==> src/hdl/wsm_pkg.sv <==
// ----------------------------------------------------------------------------
// wsm_pkg
// Widths, mode codes and controller/datapath interface types of the
// waveform statistics meter.
// ----------------------------------------------------------------------------
`timescale 1ns / 1ps
`default_nettype none

package wsm_pkg;

  // field widths
  localparam int SAMPLE_W = 16;
  localparam int VALUE_W  = 17;
  localparam int MODE_W   = 3;

  // run limit and accumulator widths
  localparam int MAX_SAMPLES = 65536;
  localparam int COUNT_W     = 17;
  localparam int SUM_W       = 32;
  localparam int SQ_W        = 47;
  localparam int PROD_W      = 64;
  localparam int DEN_W       = 33;
  localparam int ROOT_W      = 32;

  localparam logic [COUNT_W-1:0] MAX_COUNT = COUNT_W'(MAX_SAMPLES);
  localparam logic [ROOT_W-1:0]  SQRT_TOP  = ROOT_W'(1) << (ROOT_W - 2);

  // iteration counts of the multi-cycle units
  localparam int MUL_STEPS  = COUNT_W;
  localparam int DIV_STEPS  = PROD_W;
  localparam int SQRT_STEPS = ROOT_W / 2;
  localparam int STEP_W     = 7;

  // mode register codes
  localparam logic [MODE_W-1:0] MODE_DC     = 3'd0;
  localparam logic [MODE_W-1:0] MODE_AC_RMS = 3'd1;
  localparam logic [MODE_W-1:0] MODE_MIN    = 3'd2;
  localparam logic [MODE_W-1:0] MODE_MAX    = 3'd3;
  localparam logic [MODE_W-1:0] MODE_AVG    = 3'd4;
  localparam logic [MODE_W-1:0] MODE_P2P    = 3'd5;

  // controller to datapath commands
  typedef struct packed {
    logic acc;         // accumulate the accepted sample
    logic mul_start;   // load multiplier, square and n*n
    logic mul_step;    // one shift-add step of n*sumsq
    logic div_var;     // load divider with variance terms
    logic div_dc;      // load divider with |sum| / n
    logic div_step;    // one restoring division step
    logic sqrt_start;  // load root unit from the quotient
    logic sqrt_step;   // one digit of the square root
    logic load_out;    // capture result word, clear run
  } wsm_cmd_t;

  // datapath to controller status
  typedef struct packed {
    logic [MODE_W-1:0] mode;
  } wsm_status_t;

endpackage

`default_nettype wire

==> src/hdl/wsm_ctrl.sv <==
// ----------------------------------------------------------------------------
// wsm_ctrl
// Sequencer: accepts samples, then at the end of a run steps the multiplier,
// divider and root unit of the datapath as the mode needs and hands off the result word.
// ----------------------------------------------------------------------------
`timescale 1ns / 1ps
`default_nettype none

module wsm_ctrl (
  input  wire logic                 clk_i,
  input  wire logic                 rst_ni,
  input  wire logic                 in_valid_i,
  output logic                      in_ready_o,
  input  wire logic                 last_i,
  output logic                      out_valid_o,
  input  wire logic                 out_ready_i,
  input  wire wsm_pkg::wsm_status_t status_i,
  output wsm_pkg::wsm_cmd_t         cmd_o
);

  typedef enum logic [2:0] {
    ST_ACC,
    ST_PREP,
    ST_MUL,
    ST_VAR,
    ST_DIV,
    ST_SQLD,
    ST_SQRT,
    ST_LOAD
  } state_e;

  state_e                     state_q, state_d;
  logic [wsm_pkg::STEP_W-1:0] cnt_q, cnt_d;
  logic                       out_valid_q, out_valid_d;
  logic                       in_acc;
  logic                       out_free;
  logic                       is_ac;
  logic                       is_dc;

  assign in_ready_o  = (state_q == ST_ACC);
  assign in_acc      = in_valid_i & in_ready_o;
  assign out_valid_o = out_valid_q;
  assign out_free    = ~out_valid_q | out_ready_i;
  assign is_ac       = (status_i.mode == wsm_pkg::MODE_AC_RMS);
  assign is_dc       = status_i.mode inside {wsm_pkg::MODE_DC, wsm_pkg::MODE_AVG};

  // next state and commands
  always_comb begin
    state_d     = state_q;
    cnt_d       = cnt_q;
    out_valid_d = out_valid_q & ~out_ready_i;
    cmd_o       = '0;
    case (state_q)
      ST_ACC: begin
        cmd_o.acc = in_acc;
        if (in_acc && last_i) begin
          state_d = ST_PREP;
        end
      end
      ST_PREP: begin
        cnt_d = '0;
        if (is_ac) begin
          cmd_o.mul_start = 1'b1;
          state_d         = ST_MUL;
        end else if (is_dc) begin
          cmd_o.div_dc = 1'b1;
          state_d      = ST_DIV;
        end else begin
          state_d = ST_LOAD;
        end
      end
      ST_MUL: begin
        cmd_o.mul_step = 1'b1;
        cnt_d          = cnt_q + 1'b1;
        if (cnt_q == wsm_pkg::STEP_W'(wsm_pkg::MUL_STEPS - 1)) begin
          state_d = ST_VAR;
        end
      end
      ST_VAR: begin
        cmd_o.div_var = 1'b1;
        cnt_d         = '0;
        state_d       = ST_DIV;
      end
      ST_DIV: begin
        cmd_o.div_step = 1'b1;
        cnt_d          = cnt_q + 1'b1;
        if (cnt_q == wsm_pkg::STEP_W'(wsm_pkg::DIV_STEPS - 1)) begin
          state_d = is_ac ? ST_SQLD : ST_LOAD;
        end
      end
      ST_SQLD: begin
        cmd_o.sqrt_start = 1'b1;
        cnt_d            = '0;
        state_d          = ST_SQRT;
      end
      ST_SQRT: begin
        cmd_o.sqrt_step = 1'b1;
        cnt_d           = cnt_q + 1'b1;
        if (cnt_q == wsm_pkg::STEP_W'(wsm_pkg::SQRT_STEPS - 1)) begin
          state_d = ST_LOAD;
        end
      end
      ST_LOAD: begin
        // wait for the output register to drain
        if (out_free) begin
          cmd_o.load_out = 1'b1;
          out_valid_d    = 1'b1;
          state_d        = ST_ACC;
        end
      end
      default: begin
        state_d = ST_ACC;
      end
    endcase
  end

  // state and registered outputs
  always_ff @(posedge clk_i or negedge rst_ni) begin
    if (!rst_ni) begin
      state_q     <= ST_ACC;
      cnt_q       <= '0;
      out_valid_q <= 1'b0;
    end else begin
      state_q     <= state_d;
      cnt_q       <= cnt_d;
      out_valid_q <= out_valid_d;
    end
  end

endmodule

`default_nettype wire

==> src/hdl/wsm_datapath.sv <==
// ----------------------------------------------------------------------------
// wsm_datapath
// Run accumulators, shift-add multiplier, restoring divider, digit-by-digit
// square root, result select and output word register.
// ----------------------------------------------------------------------------
`timescale 1ns / 1ps
`default_nettype none

module wsm_datapath (
  input  wire logic                                clk_i,
  input  wire logic                                rst_ni,
  input  wire wsm_pkg::wsm_cmd_t                   cmd_i,
  output wsm_pkg::wsm_status_t                     status_o,
  input  wire logic                                cfg_valid_i,
  input  wire logic [wsm_pkg::MODE_W-1:0]          cfg_mode_i,
  input  wire logic signed [wsm_pkg::SAMPLE_W-1:0] sample_i,
  output logic signed [wsm_pkg::VALUE_W-1:0]       value_o,
  output logic signed [wsm_pkg::SAMPLE_W-1:0]      min_value_o,
  output logic signed [wsm_pkg::SAMPLE_W-1:0]      max_value_o,
  output logic                                     overflow_o
);

  localparam int SW = wsm_pkg::SAMPLE_W;
  localparam int VW = wsm_pkg::VALUE_W;
  localparam int CW = wsm_pkg::COUNT_W;
  localparam int UW = wsm_pkg::SUM_W;
  localparam int QW = wsm_pkg::SQ_W;
  localparam int PW = wsm_pkg::PROD_W;
  localparam int DW = wsm_pkg::DEN_W;
  localparam int RW = wsm_pkg::ROOT_W;

  // mode register
  logic [wsm_pkg::MODE_W-1:0] mode_q;

  // run state
  logic signed [SW-1:0] min_q, max_q;
  logic signed [UW-1:0] sum_q;
  logic [QW-1:0]        sumsq_q;
  logic [CW-1:0]        count_q;
  logic                 ovf_q;

  // arithmetic unit registers
  logic [PW-1:0] prod_q, mcand_q, sq_q, quo_q;
  logic [CW-1:0] mplier_q;
  logic [DW-1:0] den_q, dvs_q, rem_q;
  logic [RW-1:0] x_q, root_q, bit_q;

  // output word
  logic signed [VW-1:0] value_q;
  logic signed [SW-1:0] omin_q, omax_q;
  logic                 oovf_q;

  logic                 first;
  logic                 full;
  logic signed [2*SW-1:0] ssq;
  logic [UW-1:0]        mag;
  logic [PW-1:0]        mag_sq;
  logic [2*CW-1:0]      n_sq;
  logic [DW+1:0]        trial;
  logic [RW-1:0]        rt_sum;
  logic [VW-1:0]        q_up;
  logic signed [VW-1:0] mean;
  logic signed [VW-1:0] sel;

  assign status_o.mode = mode_q;

  assign first  = (count_q == '0);
  assign full   = (count_q >= wsm_pkg::MAX_COUNT);
  assign ssq    = sample_i * sample_i;
  assign mag    = sum_q[UW-1] ? (~$unsigned(sum_q) + UW'(1)) : $unsigned(sum_q);
  assign mag_sq = PW'(mag) * PW'(mag);
  assign n_sq   = (2*CW)'(count_q) * (2*CW)'(count_q);
  assign trial  = {1'b0, rem_q, quo_q[PW-1]} - {2'b00, dvs_q};
  assign rt_sum = root_q + bit_q;

  // floor of sum / n from |sum| / n
  assign q_up = quo_q[VW-1:0] + VW'(|rem_q);
  assign mean = sum_q[UW-1] ? $signed(VW'(0) - q_up) : $signed(quo_q[VW-1:0]);

  // result select
  always_comb begin
    case (mode_q)
      wsm_pkg::MODE_DC,
      wsm_pkg::MODE_AVG:    sel = mean;
      wsm_pkg::MODE_AC_RMS: sel = $signed(root_q[VW-1:0]);
      wsm_pkg::MODE_MIN:    sel = VW'(min_q);
      wsm_pkg::MODE_MAX:    sel = VW'(max_q);
      wsm_pkg::MODE_P2P:    sel = VW'(max_q) - VW'(min_q);
      default:              sel = '0;
    endcase
    if (first) begin
      sel = '0;
    end
  end

  // mode register and run accumulators
  always_ff @(posedge clk_i or negedge rst_ni) begin
    if (!rst_ni) begin
      mode_q  <= wsm_pkg::MODE_DC;
      min_q   <= '0;
      max_q   <= '0;
      sum_q   <= '0;
      sumsq_q <= '0;
      count_q <= '0;
      ovf_q   <= 1'b0;
    end else begin
      if (cfg_valid_i) begin
        mode_q <= cfg_mode_i;
      end
      if (cmd_i.load_out) begin
        min_q   <= '0;
        max_q   <= '0;
        sum_q   <= '0;
        sumsq_q <= '0;
        count_q <= '0;
        ovf_q   <= 1'b0;
      end else if (cmd_i.acc) begin
        if (full) begin
          ovf_q <= 1'b1;
        end else begin
          if (first || (sample_i < min_q)) begin
            min_q <= sample_i;
          end
          if (first || (sample_i > max_q)) begin
            max_q <= sample_i;
          end
          sum_q   <= sum_q + UW'(sample_i);
          sumsq_q <= sumsq_q + QW'($unsigned(ssq));
          count_q <= count_q + CW'(1);
        end
      end
    end
  end

  // multiplier, divider and root unit
  always_ff @(posedge clk_i) begin
    if (cmd_i.mul_start) begin
      prod_q   <= '0;
      mcand_q  <= PW'(sumsq_q);
      mplier_q <= count_q;
      sq_q     <= mag_sq;
      den_q    <= n_sq[DW-1:0];
    end else if (cmd_i.mul_step) begin
      if (mplier_q[0]) begin
        prod_q <= prod_q + mcand_q;
      end
      mcand_q  <= mcand_q << 1;
      mplier_q <= mplier_q >> 1;
    end

    if (cmd_i.div_var) begin
      rem_q <= '0;
      quo_q <= prod_q - sq_q;
      dvs_q <= den_q;
    end else if (cmd_i.div_dc) begin
      rem_q <= '0;
      quo_q <= PW'(mag);
      dvs_q <= DW'(count_q);
    end else if (cmd_i.div_step) begin
      if (!trial[DW+1]) begin
        rem_q <= trial[DW-1:0];
        quo_q <= {quo_q[PW-2:0], 1'b1};
      end else begin
        rem_q <= {rem_q[DW-2:0], quo_q[PW-1]};
        quo_q <= {quo_q[PW-2:0], 1'b0};
      end
    end

    if (cmd_i.sqrt_start) begin
      x_q    <= quo_q[RW-1:0];
      root_q <= '0;
      bit_q  <= wsm_pkg::SQRT_TOP;
    end else if (cmd_i.sqrt_step) begin
      if (x_q >= rt_sum) begin
        x_q    <= x_q - rt_sum;
        root_q <= (root_q >> 1) + bit_q;
      end else begin
        root_q <= root_q >> 1;
      end
      bit_q <= bit_q >> 2;
    end

    // output word
    if (cmd_i.load_out) begin
      value_q <= sel;
      omin_q  <= min_q;
      omax_q  <= max_q;
      oovf_q  <= ovf_q;
    end
  end

  assign value_o     = value_q;
  assign min_value_o = omin_q;
  assign max_value_o = omax_q;
  assign overflow_o  = oovf_q;

endmodule

`default_nettype wire

==> src/hdl/waveform_statistics_meter.sv <==
// ----------------------------------------------------------------------------
// waveform_statistics_meter
// Min, max, mean, AC RMS and peak-to-peak of a run of signed samples.
// ----------------------------------------------------------------------------
// Throughput: one sample per cycle while a run accumulates.
// End of run: the result word is loaded once the output register is free; min, max
//   and peak-to-peak need no arithmetic, dc/average first run the 64-step divider,
//   and AC RMS runs the 17-step multiplier, 64-step divider and 16-step root.
// in_ready_o is low from the last sample until the result is in the output.
// Reset clears the run accumulators, the output valid and sets mode to dc.
`timescale 1ns / 1ps
`default_nettype none

module waveform_statistics_meter (
  input  wire logic                                clk_i,
  input  wire logic                                rst_ni,
  input  wire logic                                cfg_valid_i,
  output logic                                     cfg_ready_o,
  input  wire logic [wsm_pkg::MODE_W-1:0]          cfg_mode_i,
  input  wire logic                                in_valid_i,
  output logic                                     in_ready_o,
  input  wire logic signed [wsm_pkg::SAMPLE_W-1:0] sample_i,
  input  wire logic                                last_i,
  output logic                                     out_valid_o,
  input  wire logic                                out_ready_i,
  output logic signed [wsm_pkg::VALUE_W-1:0]       value_o,
  output logic signed [wsm_pkg::SAMPLE_W-1:0]      min_value_o,
  output logic signed [wsm_pkg::SAMPLE_W-1:0]      max_value_o,
  output logic                                     overflow_o
);

  wsm_pkg::wsm_cmd_t    cmd;
  wsm_pkg::wsm_status_t status;

  // the user must write mode only between runs; the block does not enforce it
  assign cfg_ready_o = 1'b1;

  wsm_ctrl u_ctrl (
    .clk_i       (clk_i),
    .rst_ni      (rst_ni),
    .in_valid_i  (in_valid_i),
    .in_ready_o  (in_ready_o),
    .last_i      (last_i),
    .out_valid_o (out_valid_o),
    .out_ready_i (out_ready_i),
    .status_i    (status),
    .cmd_o       (cmd)
  );

  wsm_datapath u_dp (
    .clk_i       (clk_i),
    .rst_ni      (rst_ni),
    .cmd_i       (cmd),
    .status_o    (status),
    .cfg_valid_i (cfg_valid_i),
    .cfg_mode_i  (cfg_mode_i),
    .sample_i    (sample_i),
    .value_o     (value_o),
    .min_value_o (min_value_o),
    .max_value_o (max_value_o),
    .overflow_o  (overflow_o)
  );

endmodule

`default_nettype wire

==> config.mk <==
export PLATFORM = sky130hd
export DESIGN_NAME = waveform_statistics_meter
export DESIGN_NICKNAME = d
export VERILOG_FILES = /design/src/hdl/wsm_pkg.sv /design/src/hdl/wsm_ctrl.sv /design/src/hdl/wsm_datapath.sv /design/src/hdl/waveform_statistics_meter.sv
export SDC_FILE = /design/constraint.sdc
export NUM_CORES = 2
export LEC_CHECK = 0
export BUFFER_PORTS_ARGS = -buffer_cell sky130_fd_sc_hd__clkbuf_2
export CORE_ASPECT_RATIO = 0.8
export CORE_MARGIN = 3
export CORE_UTILIZATION = 55
export CTS_CLUSTER_DIAMETER = 150
export DETAILED_ROUTE_END_ITERATION = 16
export PLACE_DENSITY = 0.75
export SYNTH_ARGS = -nofsm -noshare
export SYNTH_HDL_FRONTEND = slang
export SYNTH_SLANG_ARGS = --single-unit
==> constraint.sdc <==
create_clock -name clk_i -period 12.15 [get_ports clk_i]
set_input_delay 1.215 -clock clk_i [delete_from_list [all_inputs] [get_ports clk_i]]
set_output_delay 1.215 -clock clk_i [all_outputs]
set_load 0.01 [all_outputs]
==> results.ini <==
[grt]
grt_use_total_pct = 31.99
grt_pass1_wl_mm = 407.5
antenna_found_initial = 12
grt_max_degree = 104
overflow = 0
grt_pass1_vias = 71160

[critical_path]
rr_worst_depth = 33
worstReg2RegEnd = u_dp.sq_q[58]
critPathMaxStageDelay_ps = 1070
critical_path_arrival_ps = 11970
cp.required_ps = 12570
rrSetupSlack_ps = 600
cp-end-kind = register
critPathSlowestCell = a2111oi_1
path_max_fanout = 19
crit_type = register to register
critPathLaunchType = register
crit_top_cell = fa_1
r2r_start = u_dp.sum_q[5]

[routing]
viasPerCell = 5.833
first_pass_iters = 9
route.detailed.drc = 0
drtAntennaViolNets = 0
wl_met2_mm = 110.7
dr.max_layer_used = met5
wirelength_mm = 259.3
num_vias = 69600
wl_per_cell_um = 21.73
wl_met1_mm = 106.6
drtIter0Drc = 6570
met3_length_mm = 30.72

[clock_tree]
cts-resized-gates = 0
ctsHoldBuffers = 0
cts_max_path_buffers = 3
cts_buffers = 75
cts.sinks = 643
post_cts_buffers = 0
cts_tree = built
insertion_delay_ps = 720
clock-root-buffer = clkbuf_16
htree_levels = 3
cts.reportedPaths.clkPinSlew_ps = 60

[sta]
finalClockSkew_ps = 54.71
grt_setup_unrepaired = false
slew_headroom_pct = 20.09
max_freq_mhz = 86.57
tns_ps = 0
worstMarginPinSlew_ps = 1196
setup_violations = 0
drv_slew = 0
min_period_over_period_pct = 95.07
fin_crit_ps = 11550
hold_violations = 0
holdWs_ps = 433.8

[synth]
syn_inst = 9811
ys_warn_count = 0
netlist_area_mm2 = 0.08791
synth_flop_cell = edfxtp_1
synth_seq_cells = 643
ys_seq_area_share_pct = 19.31
synth-edff-count = 338
synth_cell_types = 90
async_flop_share_pct = 22.24
avgSynthCellArea_um2 = 8.960

[floorplanning]
rows = 130
die_w_um = 453.0
core-area_mm2 = 0.1579
io_pins = 78
die_h_um = 363.6
start_util_pct = 55.66
dieArea_mm2 = 0.1647

[layout]
layout-drive-gt1-share_pct = 4.392
area.growth.synth_to_final_pct = 6.102
layout_common_cells = 1816 x inv_1, 1231 x fa_1, 1176 x nand2_1, 824 x ha_1, 624 x nor2_1
nets = 11830
layout_commonest_cell = inv_1
design_area_mm2 = 0.09327

[outcome]
status = finished clean

[place]
dp_hpwl_mm = 206.8
finalWeightedCongestion = 1.001
placed_area_mm2 = 0.09082
port_buffers = 76

[worst_hold_path]
hp-class = primary input to async pin

[job]
max-cap-violations = 0

## cell usage after synthesis (82+ instances only)
| master | count | area share, % |
|---|---|---|
| nor3_1 | 101 | 0.58 |
| o21ai_0 | 435 | 2.5 |
| and2_1 | 134 | 0.95 |
| fa_1 | 1231 | 28 |
| nand2_1 | 1179 | 5.0 |
| ha_1 | 824 | 12 |
| nand3_1 | 113 | 0.64 |
| nand2b_1 | 82 | 0.58 |
| inv_1 | 1818 | 7.8 |
| dfxtp_1 | 162 | 3.7 |
| xor2_1 | 216 | 2.2 |
| dfrtp_1 | 143 | 4.1 |
| edfxtp_1 | 338 | 12 |
| a21oi_1 | 548 | 3.1 |
| xnor2_1 | 283 | 2.8 |
| clkbuf_1 | 329 | 1.4 |
| a21o_1 | 221 | 1.9 |
| nor2_1 | 629 | 2.7 |
## logic make-up after synthesis
logic type | after synthesis | share of synthesized area [%]
adder cells (fa/ha/maj) | 2055 | 39.76
other | 2 | 0.008543
buffers and inverters | 2187 | 9.348
XOR/XNOR | 501 | 5.021
flip-flops | 643 | 19.31
AND/OR/NAND/NOR | 2560 | 12.93
AO/OA/AOI/OAI | 1803 | 12.91
multiplexers | 60 | 0.7188
## cell type report
type,instances,area [um2]
fill,13530,64670
clock buffer,90,1964
antenna,7,17.52
sequential,643,16970
inverter,1835,6893
multi-input combinational,7006,63060
clock inverter,50,464.2
tap,2112,2643
timing repair buffer,190,1255
## metal layers
layer | vias up | global-route usage, %
li1 | 31620 | -
met1 | 34260 | 43.50
met2 | 3115 | 47.94
met3 | 583 | 10.23
met4 | 22 | 11.48
met5 | - | 0.8681
## metrics by stage
| stage | instances | worst slack (ps) | util, % |
|---|---|---|---|
| finish | 11930 | 599.1 | 59.06 |
| global route | 11930 | 263.9 | 59.05 |
| CTS | 11930 | 945.0 | 59.04 |
| detailed placement | 11790 | 1047 | 57.50 |
| global placement | 11790 | 1063 | 57.50 |
| floorplan | 9836 | 2124 | - |
## sequential cells by signal (all words and copies together), names as in the netlist, 17 cells and up
name,flops
u_dp.mcand_q,64
u_dp.prod_q,64
u_dp.quo_q,64
u_dp.sq_q,63
u_dp.sumsq_q,47
u_dp.dvs_q,33
u_dp.rem_q,33
u_dp.den_q,32
u_dp.root_q,32
u_dp.sum_q,32
u_dp.x_q,32
u_dp.count_q,17
u_dp.mplier_q,17
u_dp.value_o,17
## critical path: cells and delay by family, from the launching register on
family          cells  cell delay (ps)
fa+ha+maj           9             4470
flops               1              450
simple gates        8             2280
buf+inv             7              910
xor+xnor            2              260
compound gates      7             2850
## how the worst max path moves through the flow
stage / depth (start not counted) / startpoint / to / slack (ps)
floorplan: 36 / u_dp.sum_q[0] / u_dp.sq_q[57] / 2120
global placement: 33 / u_dp.sum_q[1] / u_dp.sq_q[62] / 1060
detailed placement: 33 / u_dp.sum_q[1] / u_dp.sq_q[58] / 1050
CTS: 33 / u_dp.sum_q[1] / u_dp.sq_q[58] / 940
global route: 33 / u_dp.sum_q[1] / u_dp.sq_q[62] / 260
finish: 33 / u_dp.sum_q[5] / u_dp.sq_q[58] / 600
Power is not shown: default switching activity piles up to over one toggle a cycle in this logic, so the estimate is an artifact.
